File: src/hw/rtl/matrix_alu_4x4_top_assert.svh
// Assertion macros for the matrix ALU.
`ifndef MATRIX_ALU_4X4_TOP_ASSERT_SVH
`define MATRIX_ALU_4X4_TOP_ASSERT_SVH

// Property checked at every rising clock edge outside reset.
`define MXA_CHECK(label, prop) \
    label: assert property (@(posedge i_clk) disable iff (!i_rst_n) (prop)) \
        else $error("matrix ALU check failed");

// Antecedent in one cycle implies consequent in the next.
`define MXA_CHECK_NEXT(label, ante, cons) \
    label: assert property (@(posedge i_clk) disable iff (!i_rst_n) (ante) |=> (cons)) \
        else $error("matrix ALU sequencing check failed");

`endif

File: src/hw/rtl/mxalu_pkg.sv
package mxalu_pkg;

    localparam int IDX_W     = 2;
    localparam int ELEM_W    = 8;
    localparam int VAL_W     = 34;
    localparam int TERM_W    = 5;
    localparam int DET_TERMS = 24;

    typedef enum logic [2:0] {
        ACT_LOAD_A = 3'd0,
        ACT_LOAD_B = 3'd1,
        ACT_MUL    = 3'd2,
        ACT_ADD    = 3'd3,
        ACT_SUB    = 3'd4,
        ACT_DET    = 3'd5,
        ACT_TRANS  = 3'd6,
        ACT_SCALE  = 3'd7
    } t_action;

    typedef enum logic [2:0] {
        S_IDLE,
        S_RD,
        S_MUL,
        S_ACC,
        S_PUT
    } t_state;

    typedef enum logic [1:0] {
        FS_A,
        FS_B,
        FS_SCALE,
        FS_IDENT
    } t_fsrc;

    typedef struct packed {
        logic             cmd_start;
        logic             mul_en;
        logic             first_fac;
        t_fsrc            fsrc;
        logic             ident_one;
        logic             acc_en;
        logic             first_term;
        logic             neg;
        logic             put;
        logic [IDX_W-1:0] row;
        logic [IDX_W-1:0] col;
        logic             last;
    } t_dp_ctrl;

    // Permutations of four columns in lexicographic order: {odd, p0, p1, p2, p3}.
    function automatic logic [8:0] det_perm(input logic [TERM_W-1:0] k);
        case (k)
            5'd0:    return {1'b0, 2'd0, 2'd1, 2'd2, 2'd3};
            5'd1:    return {1'b1, 2'd0, 2'd1, 2'd3, 2'd2};
            5'd2:    return {1'b1, 2'd0, 2'd2, 2'd1, 2'd3};
            5'd3:    return {1'b0, 2'd0, 2'd2, 2'd3, 2'd1};
            5'd4:    return {1'b0, 2'd0, 2'd3, 2'd1, 2'd2};
            5'd5:    return {1'b1, 2'd0, 2'd3, 2'd2, 2'd1};
            5'd6:    return {1'b1, 2'd1, 2'd0, 2'd2, 2'd3};
            5'd7:    return {1'b0, 2'd1, 2'd0, 2'd3, 2'd2};
            5'd8:    return {1'b0, 2'd1, 2'd2, 2'd0, 2'd3};
            5'd9:    return {1'b1, 2'd1, 2'd2, 2'd3, 2'd0};
            5'd10:   return {1'b1, 2'd1, 2'd3, 2'd0, 2'd2};
            5'd11:   return {1'b0, 2'd1, 2'd3, 2'd2, 2'd0};
            5'd12:   return {1'b0, 2'd2, 2'd0, 2'd1, 2'd3};
            5'd13:   return {1'b1, 2'd2, 2'd0, 2'd3, 2'd1};
            5'd14:   return {1'b1, 2'd2, 2'd1, 2'd0, 2'd3};
            5'd15:   return {1'b0, 2'd2, 2'd1, 2'd3, 2'd0};
            5'd16:   return {1'b0, 2'd2, 2'd3, 2'd0, 2'd1};
            5'd17:   return {1'b1, 2'd2, 2'd3, 2'd1, 2'd0};
            5'd18:   return {1'b1, 2'd3, 2'd0, 2'd1, 2'd2};
            5'd19:   return {1'b0, 2'd3, 2'd0, 2'd2, 2'd1};
            5'd20:   return {1'b0, 2'd3, 2'd1, 2'd0, 2'd2};
            5'd21:   return {1'b1, 2'd3, 2'd1, 2'd2, 2'd0};
            5'd22:   return {1'b1, 2'd3, 2'd2, 2'd0, 2'd1};
            5'd23:   return {1'b0, 2'd3, 2'd2, 2'd1, 2'd0};
            default: return '0;
        endcase
    endfunction

endpackage

File: src/hw/rtl/mxalu_ram.sv
module mxalu_ram #(
    parameter int WIDTH = 8,
    parameter int DEPTH = 16,
    parameter int AW    = 4
) (
    input  logic             i_clk,
    input  logic             i_we,
    input  logic [AW-1:0]    i_waddr,
    input  logic [WIDTH-1:0] i_wdata,
    input  logic [AW-1:0]    i_raddr,
    output logic [WIDTH-1:0] o_rdata
);

    logic [WIDTH-1:0] r_mem [DEPTH];
    logic [WIDTH-1:0] r_rdata;

    always_ff @(posedge i_clk) begin
        if (i_we) begin
            r_mem[i_waddr] <= i_wdata;
        end
        r_rdata <= r_mem[i_raddr];
    end

    assign o_rdata = r_rdata;

endmodule

File: src/hw/rtl/mxalu_seq.sv
`include "matrix_alu_4x4_top_assert.svh"

module mxalu_seq #(
    parameter int DIM = 4,
    parameter int AW  = $clog2(DIM * DIM)
) (
    input  logic                             i_clk,
    input  logic                             i_rst_n,
    input  logic                             i_in_valid,
    output logic                             o_in_ready,
    input  logic [2:0]                       i_action,
    input  logic [mxalu_pkg::IDX_W-1:0]      i_row,
    input  logic [mxalu_pkg::IDX_W-1:0]      i_col,
    input  logic                             i_which_matrix,
    input  logic                             i_out_free,
    output logic                             o_we_a,
    output logic                             o_we_b,
    output logic [AW-1:0]                    o_waddr,
    output logic [AW-1:0]                    o_raddr,
    output mxalu_pkg::t_dp_ctrl              o_ctrl
);

    mxalu_pkg::t_state                    r_state, n_state;
    mxalu_pkg::t_action                   r_act, n_act;
    logic                                 r_sel, n_sel;
    logic [mxalu_pkg::IDX_W-1:0]          r_i, n_i;
    logic [mxalu_pkg::IDX_W-1:0]          r_j, n_j;
    logic [mxalu_pkg::TERM_W-1:0]         r_term, n_term;
    logic [1:0]                           r_fac, n_fac;

    mxalu_pkg::t_action                   in_act;
    logic                                 in_is_load;
    logic                                 load_ok;
    logic [mxalu_pkg::TERM_W-1:0]         term_last;
    logic [1:0]                           fac_last;
    logic [mxalu_pkg::IDX_W-1:0]          rr, cc;
    mxalu_pkg::t_fsrc                     fsrc;
    mxalu_pkg::t_fsrc                     sel_src;
    logic                                 neg;
    logic [8:0]                           perm;
    logic                                 last_elem;
    logic                                 put_more;

    function automatic logic [AW-1:0] addr_of(input logic [mxalu_pkg::IDX_W-1:0] r,
                                             input logic [mxalu_pkg::IDX_W-1:0] c);
        return AW'(int'(r) * DIM + int'(c));
    endfunction

    assign in_act     = mxalu_pkg::t_action'(i_action);
    assign in_is_load = (in_act == mxalu_pkg::ACT_LOAD_A) || (in_act == mxalu_pkg::ACT_LOAD_B);
    assign load_ok    = (int'(i_row) < DIM) && (int'(i_col) < DIM);
    assign o_in_ready = (r_state == mxalu_pkg::S_IDLE);
    assign o_we_a     = o_in_ready && i_in_valid && load_ok && (in_act == mxalu_pkg::ACT_LOAD_A);
    assign o_we_b     = o_in_ready && i_in_valid && load_ok && (in_act == mxalu_pkg::ACT_LOAD_B);
    assign o_waddr    = addr_of(i_row, i_col);
    assign o_raddr    = addr_of(rr, cc);
    assign perm       = mxalu_pkg::det_perm(r_term);
    assign sel_src    = r_sel ? mxalu_pkg::FS_B : mxalu_pkg::FS_A;
    assign last_elem  = (r_act == mxalu_pkg::ACT_DET)
                     || ((r_i == mxalu_pkg::IDX_W'(DIM - 1)) && (r_j == mxalu_pkg::IDX_W'(DIM - 1)));
    assign put_more   = (r_state == mxalu_pkg::S_PUT) && i_out_free && !last_elem;

    // Each result element is a signed sum of terms, each term a product of factors.
    always_comb begin
        term_last = '0;
        fac_last  = '0;
        rr        = r_i;
        cc        = r_j;
        fsrc      = sel_src;
        neg       = 1'b0;
        case (r_act)
            mxalu_pkg::ACT_MUL: begin
                term_last = mxalu_pkg::TERM_W'(DIM - 1);
                fac_last  = 2'd1;
                rr        = (r_fac == 2'd0) ? r_i : r_term[1:0];
                cc        = (r_fac == 2'd0) ? r_term[1:0] : r_j;
                fsrc      = (r_fac == 2'd0) ? mxalu_pkg::FS_A : mxalu_pkg::FS_B;
            end
            mxalu_pkg::ACT_ADD, mxalu_pkg::ACT_SUB: begin
                term_last = mxalu_pkg::TERM_W'(1);
                fsrc      = r_term[0] ? mxalu_pkg::FS_B : mxalu_pkg::FS_A;
                neg       = r_term[0] && (r_act == mxalu_pkg::ACT_SUB);
            end
            mxalu_pkg::ACT_TRANS: begin
                rr = r_j;
                cc = r_i;
            end
            mxalu_pkg::ACT_SCALE: begin
                fac_last = 2'd1;
                fsrc     = (r_fac == 2'd0) ? sel_src : mxalu_pkg::FS_SCALE;
            end
            mxalu_pkg::ACT_DET: begin
                term_last = mxalu_pkg::TERM_W'(mxalu_pkg::DET_TERMS - 1);
                fac_last  = 2'd3;
                rr        = r_fac;
                case (r_fac)
                    2'd0:    cc = perm[7:6];
                    2'd1:    cc = perm[5:4];
                    2'd2:    cc = perm[3:2];
                    default: cc = perm[1:0];
                endcase
                // Rows and columns at DIM or above act as the identity.
                if ((int'(rr) >= DIM) || (int'(cc) >= DIM)) begin
                    fsrc = mxalu_pkg::FS_IDENT;
                end
                neg = perm[8];
            end
            default: begin
                term_last = '0;
            end
        endcase
    end

    always_comb begin
        n_state = r_state;
        n_act   = r_act;
        n_sel   = r_sel;
        n_i     = r_i;
        n_j     = r_j;
        n_term  = r_term;
        n_fac   = r_fac;

        o_ctrl            = '0;
        o_ctrl.fsrc       = fsrc;
        o_ctrl.ident_one  = (rr == cc);
        o_ctrl.first_fac  = (r_fac == 2'd0);
        o_ctrl.first_term = (r_term == '0);
        o_ctrl.neg        = neg;
        o_ctrl.row        = r_i;
        o_ctrl.col        = r_j;
        o_ctrl.last       = last_elem;

        case (r_state)
            mxalu_pkg::S_IDLE: begin
                if (i_in_valid && !in_is_load) begin
                    o_ctrl.cmd_start = 1'b1;
                    n_act   = in_act;
                    n_sel   = i_which_matrix;
                    n_i     = '0;
                    n_j     = '0;
                    n_term  = '0;
                    n_fac   = '0;
                    n_state = mxalu_pkg::S_RD;
                end
            end
            mxalu_pkg::S_RD: begin
                n_state = mxalu_pkg::S_MUL;
            end
            mxalu_pkg::S_MUL: begin
                o_ctrl.mul_en = 1'b1;
                if (r_fac == fac_last) begin
                    n_fac   = '0;
                    n_state = mxalu_pkg::S_ACC;
                end else begin
                    n_fac   = r_fac + 2'd1;
                    n_state = mxalu_pkg::S_RD;
                end
            end
            mxalu_pkg::S_ACC: begin
                o_ctrl.acc_en = 1'b1;
                if (r_term == term_last) begin
                    n_term  = '0;
                    n_state = mxalu_pkg::S_PUT;
                end else begin
                    n_term  = r_term + mxalu_pkg::TERM_W'(1);
                    n_state = mxalu_pkg::S_RD;
                end
            end
            mxalu_pkg::S_PUT: begin
                if (i_out_free) begin
                    o_ctrl.put = 1'b1;
                    if (last_elem) begin
                        n_state = mxalu_pkg::S_IDLE;
                    end else begin
                        n_state = mxalu_pkg::S_RD;
                        if (r_j == mxalu_pkg::IDX_W'(DIM - 1)) begin
                            n_j = '0;
                            n_i = r_i + mxalu_pkg::IDX_W'(1);
                        end else begin
                            n_j = r_j + mxalu_pkg::IDX_W'(1);
                        end
                    end
                end
            end
            default: begin
                n_state = mxalu_pkg::S_IDLE;
            end
        endcase
    end

    always_ff @(posedge i_clk) begin
        if (!i_rst_n) begin
            r_state <= mxalu_pkg::S_IDLE;
            r_act   <= mxalu_pkg::ACT_LOAD_A;
            r_sel   <= 1'b0;
            r_i     <= '0;
            r_j     <= '0;
            r_term  <= '0;
            r_fac   <= '0;
        end else begin
            r_state <= n_state;
            r_act   <= n_act;
            r_sel   <= n_sel;
            r_i     <= n_i;
            r_j     <= n_j;
            r_term  <= n_term;
            r_fac   <= n_fac;
        end
    end

    `MXA_CHECK(a_fac_bound, (r_state != mxalu_pkg::S_IDLE) |-> (r_fac <= fac_last))
    `MXA_CHECK(a_term_bound, (r_state != mxalu_pkg::S_IDLE) |-> (r_term <= term_last))
    `MXA_CHECK_NEXT(a_put_advance, put_more, r_state == mxalu_pkg::S_RD)

endmodule

File: src/hw/rtl/mxalu_dp.sv
`include "matrix_alu_4x4_top_assert.svh"

module mxalu_dp (
    input  logic                                   i_clk,
    input  logic                                   i_rst_n,
    input  mxalu_pkg::t_dp_ctrl                    i_ctrl,
    input  logic signed [mxalu_pkg::ELEM_W-1:0]    i_scale_factor,
    input  logic signed [mxalu_pkg::ELEM_W-1:0]    i_rdata_a,
    input  logic signed [mxalu_pkg::ELEM_W-1:0]    i_rdata_b,
    input  logic                                   i_out_ready,
    output logic                                   o_out_free,
    output logic                                   o_out_valid,
    output logic [mxalu_pkg::IDX_W-1:0]            o_out_row,
    output logic [mxalu_pkg::IDX_W-1:0]            o_out_col,
    output logic signed [mxalu_pkg::VAL_W-1:0]     o_out_value,
    output logic                                   o_last
);

    localparam int PROD_W = mxalu_pkg::VAL_W + mxalu_pkg::ELEM_W;

    logic signed [mxalu_pkg::ELEM_W-1:0] r_scale;
    logic signed [mxalu_pkg::VAL_W-1:0]  r_prod, n_prod;
    logic signed [mxalu_pkg::VAL_W-1:0]  r_acc, n_acc;
    logic                                r_out_valid;
    logic [mxalu_pkg::IDX_W-1:0]         r_out_row;
    logic [mxalu_pkg::IDX_W-1:0]         r_out_col;
    logic signed [mxalu_pkg::VAL_W-1:0]  r_out_value;
    logic                                r_last;

    logic signed [mxalu_pkg::ELEM_W-1:0] factor;
    logic signed [mxalu_pkg::VAL_W-1:0]  mul_a;
    logic signed [PROD_W-1:0]            mul_p;
    logic signed [mxalu_pkg::VAL_W-1:0]  acc_base;

    always_comb begin
        case (i_ctrl.fsrc)
            mxalu_pkg::FS_A:     factor = i_rdata_a;
            mxalu_pkg::FS_B:     factor = i_rdata_b;
            mxalu_pkg::FS_SCALE: factor = r_scale;
            default:             factor = i_ctrl.ident_one ? 8'sd1 : 8'sd0;
        endcase
    end

    assign mul_a    = i_ctrl.first_fac ? mxalu_pkg::VAL_W'(1) : r_prod;
    assign mul_p    = mul_a * factor;
    assign n_prod   = i_ctrl.mul_en ? mul_p[mxalu_pkg::VAL_W-1:0] : r_prod;
    assign acc_base = i_ctrl.first_term ? '0 : r_acc;
    assign n_acc    = !i_ctrl.acc_en ? r_acc
                    : (i_ctrl.neg ? (acc_base - r_prod) : (acc_base + r_prod));

    assign o_out_free = !r_out_valid || i_out_ready;

    always_ff @(posedge i_clk) begin
        r_prod <= n_prod;
        r_acc  <= n_acc;
        if (i_ctrl.cmd_start) begin
            r_scale <= i_scale_factor;
        end
        if (i_ctrl.put) begin
            r_out_row   <= i_ctrl.row;
            r_out_col   <= i_ctrl.col;
            r_out_value <= r_acc;
            r_last      <= i_ctrl.last;
        end
    end

    always_ff @(posedge i_clk) begin
        if (!i_rst_n) begin
            r_out_valid <= 1'b0;
        end else if (i_ctrl.put) begin
            r_out_valid <= 1'b1;
        end else if (i_out_ready) begin
            r_out_valid <= 1'b0;
        end
    end

    assign o_out_valid = r_out_valid;
    assign o_out_row   = r_out_row;
    assign o_out_col   = r_out_col;
    assign o_out_value = r_out_value;
    assign o_last      = r_last;

    `MXA_CHECK(a_no_overwrite, i_ctrl.put |-> (!r_out_valid || i_out_ready))
    `MXA_CHECK_NEXT(a_put_valid, i_ctrl.put, r_out_valid)

endmodule

File: src/hw/rtl/matrix_alu_4x4_top.sv
// Channel | Handshake                  | Payload
// in      | i_in_valid / o_in_ready    | i_action i_row i_col i_value i_which_matrix
//         |                            | i_scale_factor
// out     | o_out_valid / i_out_ready  | o_out_row o_out_col o_out_value o_last
//
// A command runs term by term through one multiplier and one accumulator: each factor
// passes a RAM read and a multiply state, each term an accumulate state, each element
// an output state. Terms per element: multiply DIM, add/subtract 2, transpose 1,
// scale 1, determinant 24; factors per term 2, 1, 1, 2 and 4. Input is taken only
// while the sequencer is idle; the output register lets the next transaction start
// while the last result waits. Reset is synchronous, active low.
module matrix_alu_4x4_top #(
    parameter int DIM = 4
) (
    input  logic                                   i_clk,
    input  logic                                   i_rst_n,
    input  logic                                   i_in_valid,
    output logic                                   o_in_ready,
    input  logic [2:0]                             i_action,
    input  logic [mxalu_pkg::IDX_W-1:0]            i_row,
    input  logic [mxalu_pkg::IDX_W-1:0]            i_col,
    input  logic signed [mxalu_pkg::ELEM_W-1:0]    i_value,
    input  logic                                   i_which_matrix,
    input  logic signed [mxalu_pkg::ELEM_W-1:0]    i_scale_factor,
    output logic                                   o_out_valid,
    input  logic                                   i_out_ready,
    output logic [mxalu_pkg::IDX_W-1:0]            o_out_row,
    output logic [mxalu_pkg::IDX_W-1:0]            o_out_col,
    output logic signed [mxalu_pkg::VAL_W-1:0]     o_out_value,
    output logic                                   o_last
);

    localparam int DEPTH = DIM * DIM;
    localparam int AW    = $clog2(DEPTH);

    mxalu_pkg::t_dp_ctrl          ctrl;
    logic                         out_free;
    logic                         we_a, we_b;
    logic [AW-1:0]                waddr, raddr;
    logic [mxalu_pkg::ELEM_W-1:0] rdata_a, rdata_b;

    mxalu_seq #(
        .DIM(DIM),
        .AW (AW)
    ) u_seq (
        .i_clk         (i_clk),
        .i_rst_n       (i_rst_n),
        .i_in_valid    (i_in_valid),
        .o_in_ready    (o_in_ready),
        .i_action      (i_action),
        .i_row         (i_row),
        .i_col         (i_col),
        .i_which_matrix(i_which_matrix),
        .i_out_free    (out_free),
        .o_we_a        (we_a),
        .o_we_b        (we_b),
        .o_waddr       (waddr),
        .o_raddr       (raddr),
        .o_ctrl        (ctrl)
    );

    mxalu_ram #(
        .WIDTH(mxalu_pkg::ELEM_W),
        .DEPTH(DEPTH),
        .AW   (AW)
    ) u_ram_a (
        .i_clk  (i_clk),
        .i_we   (we_a),
        .i_waddr(waddr),
        .i_wdata(i_value),
        .i_raddr(raddr),
        .o_rdata(rdata_a)
    );

    mxalu_ram #(
        .WIDTH(mxalu_pkg::ELEM_W),
        .DEPTH(DEPTH),
        .AW   (AW)
    ) u_ram_b (
        .i_clk  (i_clk),
        .i_we   (we_b),
        .i_waddr(waddr),
        .i_wdata(i_value),
        .i_raddr(raddr),
        .o_rdata(rdata_b)
    );

    mxalu_dp u_dp (
        .i_clk         (i_clk),
        .i_rst_n       (i_rst_n),
        .i_ctrl        (ctrl),
        .i_scale_factor(i_scale_factor),
        .i_rdata_a     (rdata_a),
        .i_rdata_b     (rdata_b),
        .i_out_ready   (i_out_ready),
        .o_out_free    (out_free),
        .o_out_valid   (o_out_valid),
        .o_out_row     (o_out_row),
        .o_out_col     (o_out_col),
        .o_out_value   (o_out_value),
        .o_last        (o_last)
    );

endmodule
File: config.mk
export PLATFORM = sky130hd
export DESIGN_NAME = matrix_alu_4x4_top
export DESIGN_NICKNAME = d
export VERILOG_FILES = /design/src/hw/rtl/mxalu_pkg.sv /design/src/hw/rtl/mxalu_ram.sv /design/src/hw/rtl/mxalu_seq.sv /design/src/hw/rtl/mxalu_dp.sv /design/src/hw/rtl/matrix_alu_4x4_top.sv
export VERILOG_INCLUDE_DIRS = /design/src /design/src/hw/rtl
export SDC_FILE = /design/constraint.sdc
export NUM_CORES = 1
export LEC_CHECK = 0
export BUFFER_PORTS_ARGS = -buffer_cell sky130_fd_sc_hd__buf_2
export CORE_AREA = 5 5 202 204
export DETAILED_ROUTE_END_ITERATION = 6
export DIE_AREA = 0 0 207 209
export HOLD_SLACK_MARGIN = 0.12
export PLACE_DENSITY_LB_ADDON = 0.25
export SETUP_SLACK_MARGIN = 0.2
export SLEW_MARGIN = 20
export SYNTH_ARGS = -nofsm -noshare
export SYNTH_HDL_FRONTEND = slang
export SYNTH_SLANG_ARGS = --single-unit
File: constraint.sdc
create_clock -name i_clk -period 10.34 [get_ports i_clk]
set_clock_uncertainty 0.1 [all_clocks]
set_input_delay 2.068 -clock i_clk [delete_from_list [all_inputs] [get_ports i_clk]]
set_output_delay 2.068 -clock i_clk [all_outputs]
set_load 0.05 [all_outputs]
==> impl_metrics.py <==
metrics = {
    "outcome": {
        "outcome": "finished clean",
    },
    "timing": {
        "setup_tns_ps": 0,
        "rsz0062_at_grt": "no",
        "slew_viol_final": 0,
        "hold_viol": 0,
        "hold_slack_ps": 341,
        "setup_viol": 0,
        "slew_headroom": 0.295,
        "fmax_mhz": 120,
        "finalCritPeriodShare": 0.805,
        "tightest_slew_ps": 1050,
        "period_needed_ps": 8320,
    },
    "logic_synthesis": {
        "synthCells": 2491,
        "synth-async-reset-ratio": 0,
        "syn_avg_cell_area_um2": 10.6,
        "synth_edf_count": 371,
        "synthTopCellsByArea": "edfxtp_1 (42%), fa_1 (13%), ha_1 (5.8%)",
        "synth_top_cell_area_share": 0.420,
        "synth.net_count": 2811,
        "synth.yosys.warnings": 0,
        "yosysTopAreaCell": "edfxtp_1",
        "ys_ff_latch": 415,
        "ys_seq_area_frac": 0.454,
        "synth_cell_types": 80,
        "synthesis.area_um2": 26500,
        "synth_flop_cell": "edfxtp_1",
    },
    "final_layout": {
        "nets": 2820,
        "multi_input_area_um2": 13100,
        "drive_gt1_frac": 0.0742,
        "regArea_um2": 12000,
        "antenna_cells": 0,
        "syn2layout_area_growth_pct": 7.91,
        "fin_util": 0.732,
        "fill_cells": 2711,
    },
    "power_and_ir_drop": {
        "swShare": 0.273,
        "switchingPower_mw": 1.10,
        "pwr-share-clk": 0.363,
        "power_leakage_nw": 11.4,
        "power_mw": 4.02,
        "ir_worst_vdd_uv": 162,
        "p_per_area_nw_per_um2": 141,
        "pwr-share-seq": 0.480,
        "combPwrFrac": 0.156,
        "p_int_mw": 2.92,
    },
    "clock_tree": {
        "worstSkewPairLatency_ps": 590,
        "root_buffer": "clkbuf_16",
        "cts_resized": 0,
        "cts_buffer_depth": 3,
        "cts_tree": "built",
        "clk_pin_slew_ps": 60,
        "hold_buffers": 0,
        "h-tree-depth": 2,
        "cts.sink_count": 415,
        "post_cts_buffers": 0,
        "numCtsBuffers": 44,
    },
    "global_route": {
        "overflow": 0,
        "grt_pass1_wl_um": 98900,
        "grt_max_degree": 84,
        "first_global_vias": 19000,
        "grtUsageTotal": 0.283,
        "antenna_found_initial": 0,
    },
    "critical_path": {
        "worst-path-buf-inv": 8,
        "path_class": "register to register",
        "crit_path_end_kind": "register",
        "critical-path-top-delay-family": "adder cells",
        "cp.arrival_ps": 8520,
        "critPathRequiredTime_ps": 10540,
        "critPathSlowestCell": "a2111oi_0",
        "timing.critical_path.mode_cell": "inv_1",
        "worstSetupStartpointType": "register",
        "cpPeakStageDelay_ps": 700,
        "worst-path-max-fanout": 45,
    },
    "placement": {
        "place_congestion": 0.917,
        "hpwl_um": 43300,
        "portBuffers": 68,
    },
    "routing": {
        "antenna_left": 0,
        "wl_per_cell_um": 20.2,
        "drt-initial-drc-count": 1686,
        "drtPass1Iterations": 6,
        "finalWirelength_um": 61900,
        "avgViaCountPerCell": 6.08,
        "num_vias": 18600,
        "drc": 0,
    },
    "die": {
        "start_util": 0.678,
        "die_w_um": 207,
        "die_h_um": 209,
        "core-area_um2": 39100,
        "die_area_um2": 43300,
        "io_pins": 69,
        "num_rows": 73,
    },
    "hold_path": {
        "hold_path_class": "register to register",
    },
    "flow_run": {
        "max_cap_violations": 0,
    },
}
## cell usage after synthesis (all sizes together) (65+ instances only)
cell and instances:
nand2b 65, xnor2 73, a211oi 90, fa 170, ha 122, nand2 223, nor2b 67, clkbuf 94
nor2 273, a21oi 114, and2 75, edfxtp 371, inv 270
## cell families after synthesis
kind of cell             after synthesis  synth area share
buffers and inverters                396            0.0574
AO/OA/AOI/OAI                        461             0.119
adder cells (fa/ha/maj)              292             0.186
multiplexers                           3           0.00123
flip-flops                           415             0.454
XOR/XNOR                             109            0.0376
AND/OR/NAND/NOR                      815             0.145
## final timing paths
check	from	endpoint	slack, ps	cells after the start
max	u_seq.r_fac[0]	u_dp.r_prod[33]	2020	27
min	u_dp.r_acc[22]	u_dp.o_out_value[22]	340	0
max reg2reg	u_seq.r_fac[0]	u_dp.r_prod[33]	2020	27
min reg2reg	u_dp.r_acc[22]	u_dp.o_out_value[22]	340	0
## cells in the final DEF (no fill, tap or decap), types with 30 or more instances in the layout
cell       synthesis  routed
ha_1             122     122
xor2_1            33      33
nor2_1           272     271
edfxtp_1         371     371
fa_1             170     170
o21ai_0           49      49
a211oi_1          90      90
a31oi_1           39      39
nor2b_1           67      67
dfxtp_1           44      44
and2_1            60      60
buf_2              7      68
inv_1            269     269
a21oi_1          114     113
a21o_1            30      30
xnor2_1           73      73
a311oi_1          33      33
nand2b_1          64      64
nand2_1          221     221
clkbuf_16          0      44
## power by group through the flow
stage | clock, mW | sequential (mW) | combinational (mW)
finish | 1.46 | 1.93 | 0.629
global placement | 0 | 1.96 | 0.597
CTS | 1.47 | 1.93 | 0.623
detailed placement | 0 | 1.96 | 0.620
global route | 1.55 | 1.93 | 0.697
floorplan | 0 | 1.95 | 0.454
## flip-flops by register name, indices dropped and copies added (netlist names), 3 cells and up
register,cells
u_ram_a.r_mem,128
u_seq.r_state,3
u_ram_b.r_mem,128
u_dp.r_scale,8
u_dp.r_acc,34
u_seq.r_term,5
u_dp.o_out_value,34
u_seq.r_act,3
u_ram_a.o_rdata,8
u_seq.perm,9
u_ram_b.o_rdata,8
u_dp.r_prod,34
## per-stage QoR
| step | area (um2) | setup WS (ps) | std cells |
|---|---|---|---|
| CTS | 28600 | 2110 | 3059 |
| finish | 28600 | 2020 | 3059 |
| floorplan | 26500 | 3690 | 2491 |
| detailed placement | 27300 | 2110 | 2979 |
| global placement | 27200 | 2490 | 2979 |
| global route | 28600 | 1570 | 3059 |
## cell type report
cell class | count | area share
clock buffers | 56 | 0.0408
clock inverters | 24 | 0.00569
inverters | 270 | 0.0354
multi-input cells | 1680 | 0.457
flip-flops and latches | 415 | 0.420
well taps | 525 | 0.0230
repair buffers | 89 | 0.0174
## routing by layer
layer | track usage | share of wire | vias to the layer above
met1 | 0.369 | 0.39 | 9086
met2 | 0.484 | 0.49 | 772
met3 | 0.0329 | 0.064 | 162
met5 | 0 | 0 | -
li1 | - | - | 8581
met4 | 0.127 | 0.047 | 0
(Power assumes the default switching activity.)
